===== src/rtl/sdmn_pkg.sv =====
// Shared constants, codes and controller/datapath structs for the signed magic-number unit.
package sdmn_pkg;

    // Default working width of the divisor
    localparam int DATA_WIDTH_DEF = 64;

    // Fixed field widths of the channels
    localparam int DIVISOR_W = 64;
    localparam int MAGIC_W   = 64;
    localparam int SHIFT_W   = 6;

    // Operand selection for the shared divider
    localparam logic [1:0] SEL_T_AD     = 2'd0;  // (2^(W-1) + sign) mod |d|
    localparam logic [1:0] SEL_HALF_ANC = 2'd1;  // 2^(W-1) / anc
    localparam logic [1:0] SEL_HALF_AD  = 2'd2;  // 2^(W-1) / |d|

    // Controller to datapath commands
    typedef struct packed {
        logic       load;       // capture divisor on input transfer
        logic       div_start;  // launch a division
        logic [1:0] div_sel;    // operands of the launched division
        logic       take_a;     // capture anc from the first division
        logic       take_b;     // capture q1/r1
        logic       take_c;     // capture q2/r2, clear round count
        logic       step;       // one doubling round
        logic       out_load;   // write the result register
    } t_cmd;

    // Datapath to controller status
    typedef struct packed {
        logic ad_small;   // |d| < 2
        logic div_done;   // divider finished, result valid this cycle
        logic loop_done;  // precision test passed or round cap reached
        logic out_full;   // result register cannot take a new result
    } t_status;

endpackage


===== src/rtl/sdmn_if.sv =====
// Valid/ready channel interfaces for divisor input and magic-number result.
interface sdmn_in_if
    import sdmn_pkg::*;
();
    logic                 valid;
    logic                 ready;
    logic [DIVISOR_W-1:0] divisor;

    modport source (output valid, output divisor, input ready);
    modport sink   (input valid, input divisor, output ready);
endinterface

interface sdmn_out_if
    import sdmn_pkg::*;
();
    logic               valid;
    logic               ready;
    logic [MAGIC_W-1:0] magic_multiplier;
    logic [SHIFT_W-1:0] extra_shift;
    logic               add_back;
    logic               invalid;

    modport source (output valid, output magic_multiplier, output extra_shift,
                    output add_back, output invalid, input ready);
    modport sink   (input valid, input magic_multiplier, input extra_shift,
                    input add_back, input invalid, output ready);
endinterface


===== src/rtl/signed_div_magic_number_unit.sv =====
// Top level of the signed division magic-number unit.
// Usage:
//   i_in  (sink):   one signed divisor per transfer; only the low DATA_WIDTH bits
//                   are used, read as two's complement.
//   o_out (source): one result per divisor: magic multiplier (sign-extended from
//                   bit DATA_WIDTH-1), extra arithmetic shift, add-back flag and
//                   an invalid flag for divisors 0, 1 and -1 (other fields zero).
// Timing:
//   One divisor is worked on at a time; i_in.ready is high only when idle.
//   A valid divisor passes three restoring divisions on one shared divider,
//   then one doubling round per cycle until the precision test passes or
//   the round cap is reached, and then the result is written. An invalid
//   divisor skips the divisions and goes straight to the result write.
//   The next divisor can be taken the cycle after the result is written.
// Stall: the result sits in an output register; the next divisor is taken and
//   worked on while it waits, and only the final write waits for a free slot.
// Reset: i_rst_n is synchronous and active low; it returns the controller to
//   idle and empties the output register. No clearing pass is needed.
module signed_div_magic_number_unit
    import sdmn_pkg::*;
#(
    parameter int DATA_WIDTH = DATA_WIDTH_DEF
) (
    input  logic        i_clk,
    input  logic        i_rst_n,
    sdmn_in_if.sink     i_in,
    sdmn_out_if.source  o_out
);

    t_cmd    cmd;
    t_status status;

    sdmn_ctrl u_ctrl (
        .i_clk      (i_clk),
        .i_rst_n    (i_rst_n),
        .i_in_valid (i_in.valid),
        .o_in_ready (i_in.ready),
        .i_status   (status),
        .o_cmd      (cmd)
    );

    sdmn_dp #(.W(DATA_WIDTH)) u_dp (
        .i_clk              (i_clk),
        .i_rst_n            (i_rst_n),
        .i_cmd              (cmd),
        .o_status           (status),
        .i_divisor          (i_in.divisor),
        .i_out_ready        (o_out.ready),
        .o_out_valid        (o_out.valid),
        .o_magic_multiplier (o_out.magic_multiplier),
        .o_extra_shift      (o_out.extra_shift),
        .o_add_back         (o_out.add_back),
        .o_invalid          (o_out.invalid)
    );

endmodule


===== src/rtl/sdmn_div.sv =====
// Restoring unsigned divider, one quotient bit per cycle.
module sdmn_div
    import sdmn_pkg::*;
#(
    parameter int W = DATA_WIDTH_DEF
) (
    input  logic         i_clk,
    input  logic         i_rst_n,
    input  logic         i_start,
    input  logic [W-1:0] i_dividend,
    input  logic [W-1:0] i_divisor,
    output logic         o_done,
    output logic [W-1:0] o_quotient,
    output logic [W-1:0] o_remainder
);

    localparam int CNT_W = $clog2(W);

    logic             r_busy, n_busy;
    logic             r_done, n_done;
    logic [CNT_W-1:0] r_cnt, n_cnt;
    logic [W-1:0]     r_quo, n_quo;
    logic [W-1:0]     r_rem, n_rem;
    logic [W:0]       trial;
    logic [W:0]       diff;
    logic             ge;

    // Trial subtraction of the shifted partial remainder
    assign trial = {r_rem, r_quo[W-1]};
    assign diff  = trial - {1'b0, i_divisor};
    assign ge    = (trial >= {1'b0, i_divisor});

    always_comb begin
        n_busy = r_busy;
        n_done = 1'b0;
        n_cnt  = r_cnt;
        n_quo  = r_quo;
        n_rem  = r_rem;
        if (i_start) begin
            n_busy = 1'b1;
            n_cnt  = '0;
            n_quo  = i_dividend;
            n_rem  = '0;
        end else if (r_busy) begin
            n_quo = {r_quo[W-2:0], ge};
            n_rem = ge ? diff[W-1:0] : trial[W-1:0];
            n_cnt = r_cnt + 1'b1;
            if (r_cnt == CNT_W'(W - 1)) begin
                n_busy = 1'b0;
                n_done = 1'b1;
            end
        end
    end

    always_ff @(posedge i_clk) begin
        if (!i_rst_n) begin
            r_busy <= 1'b0;
            r_done <= 1'b0;
            r_cnt  <= '0;
        end else begin
            r_busy <= n_busy;
            r_done <= n_done;
            r_cnt  <= n_cnt;
        end
    end

    always_ff @(posedge i_clk) begin
        r_quo <= n_quo;
        r_rem <= n_rem;
    end

    assign o_done      = r_done;
    assign o_quotient  = r_quo;
    assign o_remainder = r_rem;

endmodule


===== src/rtl/sdmn_dp.sv =====
// Datapath: operand registers, shared divider, doubling rounds and result register.
module sdmn_dp
    import sdmn_pkg::*;
#(
    parameter int W = DATA_WIDTH_DEF
) (
    input  logic                 i_clk,
    input  logic                 i_rst_n,
    input  t_cmd                 i_cmd,
    output t_status              o_status,
    input  logic [DIVISOR_W-1:0] i_divisor,
    input  logic                 i_out_ready,
    output logic                 o_out_valid,
    output logic [MAGIC_W-1:0]   o_magic_multiplier,
    output logic [SHIFT_W-1:0]   o_extra_shift,
    output logic                 o_add_back,
    output logic                 o_invalid
);

    localparam int         CW   = $clog2(W + 1);
    localparam logic [W-1:0] HALF = {1'b1, {(W-1){1'b0}}};

    logic [W-1:0]  v;
    logic [W-1:0]  r_ad;
    logic          r_neg;
    logic [W-1:0]  t_val;
    logic [W-1:0]  r_anc;
    logic [W-1:0]  anc_raw;
    logic [W-1:0]  r_q1, r_r1, r_q2, r_r2;
    logic [CW-1:0] r_rounds;
    logic          r_out_valid;
    logic [MAGIC_W-1:0] r_magic;
    logic [SHIFT_W-1:0] r_shift;
    logic          r_add_back;
    logic          r_invalid;

    logic [W-1:0]  div_dividend, div_divisor;
    logic          div_done;
    logic [W-1:0]  div_quo, div_rem;

    logic [W:0]    r1_sh, r2_sh;
    logic          ge1, ge2;
    logic [W:0]    r1_diff, r2_diff;
    logic [W-1:0]  delta;
    logic          refine;
    logic [W-1:0]  m_val;
    logic [6:0]    shift7;
    logic          ad_lt_two;

    // Absolute divisor from the low W bits
    assign v         = i_divisor[W-1:0];
    assign t_val     = HALF + W'(r_neg);
    assign ad_lt_two = (r_ad < W'(2));

    // Divider operand selection
    always_comb begin
        case (i_cmd.div_sel)
            SEL_T_AD: begin
                div_dividend = t_val;
                div_divisor  = r_ad;
            end
            SEL_HALF_ANC: begin
                div_dividend = HALF;
                div_divisor  = r_anc;
            end
            SEL_HALF_AD: begin
                div_dividend = HALF;
                div_divisor  = r_ad;
            end
            default: begin
                div_dividend = HALF;
                div_divisor  = r_ad;
            end
        endcase
    end

    sdmn_div #(.W(W)) u_div (
        .i_clk       (i_clk),
        .i_rst_n     (i_rst_n),
        .i_start     (i_cmd.div_start),
        .i_dividend  (div_dividend),
        .i_divisor   (div_divisor),
        .o_done      (div_done),
        .o_quotient  (div_quo),
        .o_remainder (div_rem)
    );

    // anc = t - 1 - (t mod |d|), never zero
    assign anc_raw = t_val - W'(1) - div_rem;

    // One doubling round of both quotient/remainder pairs
    assign r1_sh   = {r_r1, 1'b0};
    assign r2_sh   = {r_r2, 1'b0};
    assign ge1     = (r1_sh >= {1'b0, r_anc});
    assign ge2     = (r2_sh >= {1'b0, r_ad});
    assign r1_diff = r1_sh - {1'b0, r_anc};
    assign r2_diff = r2_sh - {1'b0, r_ad};

    // Precision test on the registered pairs
    assign delta  = r_ad - r_r2;
    assign refine = ((r_q1 < delta) || ((r_q1 == delta) && (r_r1 == '0)))
                    && (r_rounds < CW'(W));

    always_ff @(posedge i_clk) begin
        if (i_cmd.load) begin
            r_neg <= v[W-1];
            r_ad  <= v[W-1] ? (W'(0) - v) : v;
        end
        if (i_cmd.take_a) begin
            r_anc <= (anc_raw == '0) ? W'(1) : anc_raw;
        end
        if (i_cmd.take_b) begin
            r_q1 <= div_quo;
            r_r1 <= div_rem;
        end
        if (i_cmd.take_c) begin
            r_q2     <= div_quo;
            r_r2     <= div_rem;
            r_rounds <= '0;
        end else if (i_cmd.step) begin
            r_q1     <= {r_q1[W-2:0], ge1};
            r_r1     <= ge1 ? r1_diff[W-1:0] : r1_sh[W-1:0];
            r_q2     <= {r_q2[W-2:0], ge2};
            r_r2     <= ge2 ? r2_diff[W-1:0] : r2_sh[W-1:0];
            r_rounds <= r_rounds + 1'b1;
        end
    end

    // Final magic number and shift
    assign m_val  = r_q2 + W'(1);
    assign shift7 = 7'(r_rounds) - 7'd1;

    always_ff @(posedge i_clk) begin
        if (i_cmd.out_load) begin
            r_invalid  <= ad_lt_two;
            r_magic    <= ad_lt_two ? '0 : MAGIC_W'($signed(m_val));
            r_shift    <= ad_lt_two ? '0 : shift7[SHIFT_W-1:0];
            r_add_back <= ad_lt_two ? 1'b0 : m_val[W-1];
        end
    end

    // Result register occupancy
    always_ff @(posedge i_clk) begin
        if (!i_rst_n) begin
            r_out_valid <= 1'b0;
        end else if (i_cmd.out_load) begin
            r_out_valid <= 1'b1;
        end else if (i_out_ready) begin
            r_out_valid <= 1'b0;
        end
    end

    assign o_status.ad_small  = ad_lt_two;
    assign o_status.div_done  = div_done;
    assign o_status.loop_done = (r_rounds != '0) && !refine;
    assign o_status.out_full  = r_out_valid && !i_out_ready;

    assign o_out_valid        = r_out_valid;
    assign o_magic_multiplier = r_magic;
    assign o_extra_shift      = r_shift;
    assign o_add_back         = r_add_back;
    assign o_invalid          = r_invalid;

endmodule


===== src/rtl/sdmn_ctrl.sv =====
// Controller: sequences set-up, three divisions, doubling rounds and result write.
module sdmn_ctrl
    import sdmn_pkg::*;
(
    input  logic    i_clk,
    input  logic    i_rst_n,
    input  logic    i_in_valid,
    output logic    o_in_ready,
    input  t_status i_status,
    output t_cmd    o_cmd
);

    localparam logic [2:0] S_IDLE  = 3'd0;
    localparam logic [2:0] S_SETUP = 3'd1;
    localparam logic [2:0] S_DIVA  = 3'd2;
    localparam logic [2:0] S_STB   = 3'd3;
    localparam logic [2:0] S_DIVB  = 3'd4;
    localparam logic [2:0] S_DIVC  = 3'd5;
    localparam logic [2:0] S_LOOP  = 3'd6;
    localparam logic [2:0] S_FIN   = 3'd7;

    logic [2:0] r_state, n_state;

    assign o_in_ready = (r_state == S_IDLE);

    // Next state and commands
    always_comb begin
        n_state = r_state;
        o_cmd   = '0;
        case (r_state)
            S_IDLE: begin
                if (i_in_valid) begin
                    o_cmd.load = 1'b1;
                    n_state    = S_SETUP;
                end
            end
            S_SETUP: begin
                if (i_status.ad_small) begin
                    n_state = S_FIN;
                end else begin
                    o_cmd.div_start = 1'b1;
                    o_cmd.div_sel   = SEL_T_AD;
                    n_state         = S_DIVA;
                end
            end
            S_DIVA: begin
                o_cmd.div_sel = SEL_T_AD;
                if (i_status.div_done) begin
                    o_cmd.take_a = 1'b1;
                    n_state      = S_STB;
                end
            end
            S_STB: begin
                o_cmd.div_start = 1'b1;
                o_cmd.div_sel   = SEL_HALF_ANC;
                n_state         = S_DIVB;
            end
            S_DIVB: begin
                o_cmd.div_sel = SEL_HALF_ANC;
                if (i_status.div_done) begin
                    // second division ends, third starts on |d|
                    o_cmd.take_b    = 1'b1;
                    o_cmd.div_start = 1'b1;
                    o_cmd.div_sel   = SEL_HALF_AD;
                    n_state         = S_DIVC;
                end
            end
            S_DIVC: begin
                o_cmd.div_sel = SEL_HALF_AD;
                if (i_status.div_done) begin
                    o_cmd.take_c = 1'b1;
                    n_state      = S_LOOP;
                end
            end
            S_LOOP: begin
                if (i_status.loop_done) begin
                    n_state = S_FIN;
                end else begin
                    o_cmd.step = 1'b1;
                end
            end
            S_FIN: begin
                if (!i_status.out_full) begin
                    o_cmd.out_load = 1'b1;
                    n_state        = S_IDLE;
                end
            end
            default: begin
                n_state = S_IDLE;
            end
        endcase
    end

    always_ff @(posedge i_clk) begin
        if (!i_rst_n) begin
            r_state <= S_IDLE;
        end else begin
            r_state <= n_state;
        end
    end

endmodule


===== src/flat_wrapper.sv =====
// flat-port wrapper written by rule: the top's interface ports become plain ports
module signed_div_magic_number_unit_flat import sdmn_pkg::*;
#(
    parameter int DATA_WIDTH = DATA_WIDTH_DEF
)
  (i_clk, i_rst_n, i_in_valid, i_in_divisor, i_in_ready, o_out_valid, o_out_magic_multiplier, o_out_extra_shift, o_out_add_back, o_out_invalid, o_out_ready);
  sdmn_in_if i_in_i ();
  sdmn_out_if o_out_i ();
  input  logic i_clk;
  input  logic i_rst_n;
  input wire logic [$bits(i_in_i.valid)-1:0] i_in_valid;
  input wire logic [$bits(i_in_i.divisor)-1:0] i_in_divisor;
  output wire logic [$bits(i_in_i.ready)-1:0] i_in_ready;
  output wire logic [$bits(o_out_i.valid)-1:0] o_out_valid;
  output wire logic [$bits(o_out_i.magic_multiplier)-1:0] o_out_magic_multiplier;
  output wire logic [$bits(o_out_i.extra_shift)-1:0] o_out_extra_shift;
  output wire logic [$bits(o_out_i.add_back)-1:0] o_out_add_back;
  output wire logic [$bits(o_out_i.invalid)-1:0] o_out_invalid;
  input wire logic [$bits(o_out_i.ready)-1:0] o_out_ready;
  assign i_in_i.valid = i_in_valid;
  assign i_in_i.divisor = i_in_divisor;
  assign i_in_ready = i_in_i.ready;
  assign o_out_valid = o_out_i.valid;
  assign o_out_magic_multiplier = o_out_i.magic_multiplier;
  assign o_out_extra_shift = o_out_i.extra_shift;
  assign o_out_add_back = o_out_i.add_back;
  assign o_out_invalid = o_out_i.invalid;
  assign o_out_i.ready = o_out_ready;
  signed_div_magic_number_unit #(.DATA_WIDTH(DATA_WIDTH)) u_core (.i_clk(i_clk), .i_rst_n(i_rst_n), .i_in(i_in_i), .o_out(o_out_i));
endmodule

===== config.mk =====
export PLATFORM = sky130hd
export DESIGN_NAME = signed_div_magic_number_unit_flat
export DESIGN_NICKNAME = d
export VERILOG_FILES = /design/src/rtl/sdmn_pkg.sv /design/src/rtl/sdmn_if.sv /design/src/rtl/signed_div_magic_number_unit.sv /design/src/rtl/sdmn_div.sv /design/src/rtl/sdmn_dp.sv /design/src/rtl/sdmn_ctrl.sv /design/src/flat_wrapper.sv
export SDC_FILE = /design/constraint.sdc
export NUM_CORES = 2
export LEC_CHECK = 0
export ABC_CLOCK_PERIOD_IN_PS = 8710
export CAP_MARGIN = 40
export CORE_MARGIN = 5
export CORE_UTILIZATION = 59
export DETAILED_ROUTE_END_ITERATION = 16
export DONT_BUFFER_PORTS = 1
export GPL_TIMING_DRIVEN = 0
export PLACE_DENSITY = 0.78
export SETUP_SLACK_MARGIN = 0.3
export SYNTH_ARGS = -nofsm -noshare
export SYNTH_HDL_FRONTEND = slang
export SYNTH_SLANG_ARGS = --single-unit

===== constraint.sdc =====
create_clock -name i_clk -period 8.71 [get_ports i_clk]
set_input_delay 1.742 -clock i_clk [delete_from_list [all_inputs] [get_ports i_clk]]
set_output_delay 1.742 -clock i_clk [all_outputs]
set_load 0.02 [all_outputs]

**Word-level counts from Yosys, hierarchy flattened**

Index checks and enable logic that the tools add are counted.
W data, S select, Z words.

- Flip-flop bits (word level): 604
- Latch bits: 0
- Bits in writable memories: 0
- ROM bits: 0
- Bits of input ports: 68
- Output and inout bits: 74
- Logic and storage cells: 120
- Memories kept: 0

- $add $sub $neg: 12
- Multipliers: 0
- Div/mod/pow operators: 0
- Magnitude comparators: 6
- Equal/unequal tests: 16
- Shift operators: 0
- Muxes and demuxes: 46
- Bitwise gates (word level): 2
- Reduce and logical (&&, ||, !) cells: 18

Operators with widths:

| operator | number |
|---|---|
| $mux W64 | 17 |
| $sub A64 B64 Y64 | 5 |
| $ge A65 B64 Y1 | 3 |
| $logic_not A64 Y1 | 2 |
| $add A64 B1 Y64 const A | 1 |
| $add A64 B1 Y64 const B | 1 |
| $eq A64 B64 Y1 | 1 |
| $lt A64 B2 Y1 const B | 1 |
| $lt A64 B64 Y1 | 1 |
| $sub A1 B64 Y64 const A | 1 |
| $sub A64 B1 Y64 const B | 1 |
| $mux W63 | 1 |
| $mux W3 | 9 |
| $pmux W3 S8 | 1 |
| $mux W1 | 16 |
| $eq A3 B3 Y1 const B | 4 |
| $ne A2 B2 Y1 const B | 5 |
| $pmux W2 S4 | 1 |
| $add A7 B1 Y7 const B | 1 |
| $lt A7 B7 Y1 const B | 1 |
| $reduce_bool A7 Y1 | 1 |
| $add A6 B1 Y6 const B | 1 |
| $eq A3 B2 Y1 const B | 2 |
| $eq A6 B6 Y1 const B | 1 |
| other kinds (15) | 22 |

**Logic depth before layout (Yosys ltp)**

- Word-level depth: 11
- Mapped depth: 30
- Depth with buffers taken out: 27

**Cells and area by module**

A second synthesis with hierarchy kept.

- Cell total of the unflattened synthesis: 5429
- Area, all modules: 47311.6 um2

By module, submodules not included:

| module | instances | cells each | area each (um2) | sequential area each (um2) |
|---|---|---|---|---|
| sdmn_dp | 1 | 4142 | 36392.4 | 12572.1 |
| sdmn_div | 1 | 1248 | 10625.2 | 3363.2 |
| sdmn_ctrl | 1 | 39 | 294.0 | 60.1 |

**Least setup slack after synthesis**

No wires, ideal clock.

- Path kind: reg-to-reg
- Start point: register u_core.u_dp.r_ad[0]
- End point: register u_core.u_dp.r_q2[0], enable pin
- Library setup time: 0.510 ns
- Arrival: 8.250 ns
- Required time: 8.200 ns
- Slack: -0.050 ns
- Stages on the path, launching flop included: 28
- Buffers on the path: 2
- Clock period less this slack: 8.760 ns
- Cells stage by stage: edfxtp_1 > inv_1 > ha_1 > inv_1 > fa_1 > a211oi_1 > o21ai_0 > a2bb2oi_1 > nor3_1 > or3_1 > a21oi_1 > o31a_1 > o21ai_0 > a21bo_2 > a21oi_1 > xor2_1 > ha_1 > a21o_1 > a21o_1 > a21oi_1 > nand2_1 > o211ai_1 > o2111ai_1 > a31oi_1 > o2111a_1 > clkbuf_1 > clkbuf_1 > nand2b_1

- Longest elaborated chain between the ends: 10
- Elaborated cells on any way between the ends: 11
- Classes of those cells: add/sub (1); order compare (1); eq/ne (1); mux (2); reduce/logical (6)

Ends and longest elaborated chain:

| what | line | source |
|---|---|---|
| start, declared | sdmn_dp.sv:24 | `logic [W-1:0] r_ad;` |
| start signal, assigned | sdmn_dp.sv:107 | `r_ad <= v[W-1] ? (W'(0) - v) : v;` |
| $sub A64 B64 Y64 * | sdmn_dp.sv:100 | `assign delta = r_ad - r_r2;` |
| parallel branches: the longest is 2 deep, another holds $lt A64 B64 Y1 | - |  |
| $logic_or A1 B1 Y1 * | sdmn_dp.sv:101 | `assign refine = ((r_q1 < delta) \|\| ((r_q1 == delta) && (r_r1 == '0)))` |
| $logic_and A1 B1 Y1 * | sdmn_dp.sv:102 | `&& (r_rounds < CW'(W));` |
| $logic_not A1 Y1 * | sdmn_dp.sv:155 | `assign o_status.loop_done = (r_rounds != '0) && !refine;` |
| $logic_and A1 B1 Y1 * | sdmn_dp.sv:155 |  |
| $mux W1 * | sdmn_ctrl.sv:76 | `if (i_status.loop_done) begin` |
| $mux W1 * | sdmn_ctrl.sv:30 | `case (r_state)` |
| $reduce_bool A2 Y1 (no source line) * | - |  |
| end signal, assigned | sdmn_dp.sv:117 | `r_q2 <= div_quo;` |
| end signal, assigned | sdmn_dp.sv:123 | `r_q2 <= {r_q2[W-2:0], ge2};` |
| end, declared | sdmn_dp.sv:29 | `logic [W-1:0] r_q1, r_r1, r_q2, r_r2;` |

Mark *: on every way between the ends.
A chain may end at the register's enable or synchronous reset.

**Worst setup path in the final report**

- Start point: register u_core.u_dp.r_ad[17]
- End point: register u_core.u_dp.r_r2[40], enable pin

- Longest elaborated chain between the ends: 10
- Elaborated cells on any way between the ends: 11
- Classes of those cells: add/sub (1); order compare (1); eq/ne (1); mux (2); reduce/logical (6)

Ends and longest elaborated chain:

| what | line | source |
|---|---|---|
| $sub A64 B64 Y64 * | sdmn_dp.sv:100 |  |
| parallel branches: the longest is 2 deep, another holds $lt A64 B64 Y1 | - |  |
| $logic_or A1 B1 Y1 * | sdmn_dp.sv:101 |  |
| $logic_and A1 B1 Y1 * | sdmn_dp.sv:102 |  |
| $logic_not A1 Y1 * | sdmn_dp.sv:155 |  |
| $logic_and A1 B1 Y1 * | sdmn_dp.sv:155 |  |
| $mux W1 * | sdmn_ctrl.sv:76 |  |
| $mux W1 * | sdmn_ctrl.sv:30 |  |
| $reduce_bool A2 Y1 (no source line) * | - |  |
| end signal, assigned | sdmn_dp.sv:118 | `r_r2 <= div_rem;` |
| end signal, assigned | sdmn_dp.sv:124 | `r_r2 <= ge2 ? r2_diff[W-1:0] : r2_sh[W-1:0];` |
| end, declared | sdmn_dp.sv:29 |  |

Marked as above.

==> flow_metrics.py <==
metrics = {
    "pwr": {
        "p_leak_uw": 0.02012,
        "p_sw_uw": 8158,
        "combinationalPowerShare": 0.536,
        "peakVddDrop_v": 0.0002086,
        "internal_power_uw": 8954,
        "power.share.clock": 0.184,
        "seq_power_share": 0.280,
        "powerDensity_nw_per_um2": 341.5,
        "swShare": 0.4767,
    },
    "final_layout": {
        "final_nets": 5970,
        "final_cell_mix": "nand2_1, a21oi_1, nor2_1",
        "syn2layout_area_growth_pct": 9.939,
        "layout-drive-gt1-share": 0.04353,
        "final_common_cell": "nand2_1",
    },
    "yosys": {
        "synth.avg_cell_area_sq_um": 8.372,
        "synth_seq_area_share": 0.3509,
        "synth_seq_cells": 603,
        "syn-cell-area_sq_um": 45580,
        "yosys_warnings": 0,
        "synthDistinctLibCells": 86,
        "netlist.area_leader.share": 0.2582,
        "synth_edf_count": 392,
        "synthTopCellsByArea": "edfxtp_1, dfxtp_1, ha_1, a21oi_1, nand2_1",
        "synth-main-ff-cell": "edfxtp_1",
        "syn_nets": 5844,
        "yosys.area.top_type": "edfxtp_1",
        "synthArstFlopShare": 0,
        "synth_cells": 5445,
    },
    "clock_network": {
        "root_buffer": "clkbuf_16",
        "tritoncts": "built",
        "cts_made_buffers": 70,
        "path_clk_slew_ns": 0.06,
        "clock_path_buffers": 3,
        "htreeDepth": 3,
        "clock-sinks": 603,
        "insertion_delay_ns": 0.64,
    },
    "sta": {
        "rsz0062_at_grt": "false",
        "setup_tns_ns": 0,
        "max_freq_mhz": 121.6,
        "worst_slew_pin_slew_ns": 1.014,
        "holdWs_ns": 0.4809,
        "hold_viol_final": 0,
        "final_max_slew_viol_count": 0,
        "timing.final.crit_share": 0.9440,
        "fin_crit_ns": 8.223,
        "finClkSkew_ns": 0.03648,
        "relSlewSlack": 0.3067,
        "setup_viol": 0,
    },
    "worst_setup_path": {
        "crit_path_end": "u_core.u_dp.r_r2[40]",
        "path_max_fanout": 49,
        "cpMaxStageDelayCell": "edfxtp_1",
        "setup.worst_path.class": "reg2reg",
        "crit_buf_inv": 5,
        "cp.arrival_ns": 8.52,
        "crit_family": "compound AO/OA/AOI/OAI gates",
        "critPathRequiredTime_ns": 9.00,
        "r2r-end": "u_core.u_dp.r_r2[40]",
        "r2r_setup_slack_ns": 0.49,
        "cp-start-kind": "flop",
        "worstSetupStartpoint": "u_core.u_dp.r_ad[17]",
        "reg2reg_from": "u_core.u_dp.r_ad[17]",
        "path_depth": 26,
        "critPathMaxStageDelay_ns": 0.61,
        "r2r_cells": 26,
        "critPathCaptureType": "flop",
    },
    "floorplanning": {
        "initial_core_util": 0.5914,
        "io_pins": 142,
        "dieArea_sq_um": 82920,
        "die_x_microns": 288.0,
        "core_area_sq_um": 77080,
        "rows": 102,
        "dieHeight_microns": 288.0,
    },
    "placed_design": {
        "routabilityCongestion": 1.086,
        "numPortBuffers": 0,
        "dp_hpwl_microns": 141200,
    },
    "grt": {
        "first_global_vias": 40650,
        "grt_pass1_wl_microns": 257600,
        "overflow": 0,
        "grt_max_degree": 66,
        "grt_use_total": 0.4108,
        "antenna_found_initial": 3,
    },
    "detailed_routing": {
        "wl_microns": 177200,
        "drcViolationCount": 0,
        "drt_pass1_iterations": 7,
        "ant_nets": 0,
        "vias_per_cell": 6.557,
        "dr.first_iter.drc_count": 5287,
        "post_drt_wl_per_cell_microns": 26.57,
        "via_count": 43740,
    },
    "run_status": {
        "status": "finished, final reports clean",
    },
    "hold_path": {
        "hp-class": "reg2reg",
    },
    "job": {
        "maxCapViolations": 0,
    },
}
-- routing by layer --
layer,part of all wire,global-route usage
met3,0.12,0.1074
met5,0.00015,0
met2,0.42,0.6098
met1,0.39,0.5443
met4,0.072,0.2337
-- how the worst min path moves through the flow --
stage                                       start                      end  cells after the start
after global placement        u_core.u_dp.r_q1[0]      u_core.u_dp.r_q1[1]                      2
after detailed placement      u_core.u_dp.r_q1[0]      u_core.u_dp.r_q1[1]                      2
after floorplan           u_core.u_dp.r_rounds[6]  u_core.u_dp.r_rounds[6]                      2
after CTS                    u_core.u_dp.r_q1[20]     u_core.u_dp.r_q1[21]                      2
final                     u_core.u_dp.r_rounds[6]  u_core.u_dp.r_rounds[6]                      2
after global routing         u_core.u_dp.r_q1[20]     u_core.u_dp.r_q1[21]                      2
-- power groups by stage --
stage	clock network (uW)	registers (uW)	logic, uW
after global routing	3270	4790	9870
after global placement	0	4790	8640
after detailed placement	0	4760	8770
final	3160	4790	9160
after CTS	3150	4710	8840
after floorplan	0	4300	6440
-- Yosys cell counts (all sizes together) (9+ instances only) --
library cell and count:
and3 46, o21bai 48, o31ai 41, or2 16, or3 48, a311oi 14, a21oi 498, mux2i 126
buf 24, ha 327, o41ai 9, a211o 10, nor3 82, nand3 102, nand2 663, nor2 452
mux2 9, and2 78, or4 29, a31oi 55, edfxtp 392, a31o 9, nor4 63, nor3b 14
o21a 34, o31a 10, a21o 209, inv 276, xnor2 244, o21ai 352, and4 17, a41oi 10
a211oi 84, nand2b 40, clkbuf 294, nand4 107, xor2 159, o211ai 60, dfxtp 211, a21boi 12
nor2b 65
-- worst reg2reg max path, stage by stage, from the launching register on --
cell       delay [ns]
edfxtp_1         0.61
ha_1             0.39
clkbuf_1         0.26
nand2_1          0.17
nor4_4           0.39
a221oi_1         0.19
and3_1           0.27
a211o_1          0.37
o21ai_1          0.35
a41o_1           0.34
a2111oi_1        0.14
o31ai_1          0.28
a21oi_1          0.11
xnor2_1          0.24
ha_1             0.31
nand4_1          0.12
nor2_1           0.09
and3_1           0.34
nand2_1          0.19
o2111ai_2        0.32
a31oi_4          0.36
o2111a_1         0.36
clkbuf_1         0.29
clkbuf_4         0.38
nand2b_4         0.35
buf_16           0.26
buf_16           0.34
-- through the flow --
stage	total power (uW)	cells	utilization	setup WS, ns	instance area (sq um)
final	17110	6670	0.6501	0.4874	50120
after global routing	17940	6668	0.6501	0.3347	50110
after CTS	16700	6667	0.6496	0.3105	50070
after detailed placement	13540	6537	0.6175	-0.6749	47600
after global placement	13430	6485	0.6083	-2.685	46890
after floorplan	10730	5445	-	1.450	45590
-- kinds of logic after synthesis --
logic type,count (synthesis),share of synthesized area
AO/OA/AOI/OAI,1532,0.2090
AND/OR/NAND/NOR,1847,0.1921
XOR/XNOR,403,0.07743
buffers and inverters,594,0.04924
flip-flops,603,0.3509
multiplexers,135,0.02989
adder cells (fa/ha/maj),331,0.09151
-- layout make-up --
type                       count  area (sq um)
antenna                        2         5.005
buffer                       318          1215
clock buffer                  87          1898
clock inverter                42         545.5
fill                        6595         26970
inverter                     276          1036
multi-input combinational   4250         27450
sequential                   603         16000
tap                         1040          1301
timing repair buffer          52         673.1
-- timing repair --
| action | in CTS | in global routing |
|---|---|---|
| pin swaps | 0 | 0 |
| gates resized for setup | 6 | 9 |
| gates cloned | 1 | 1 |
| hold buffers | 0 | 0 |
| buffers inserted | 0 | 0 |
| setup endpoints to repair | 203 | 104 |
Power figures use the tool's default switching activity.
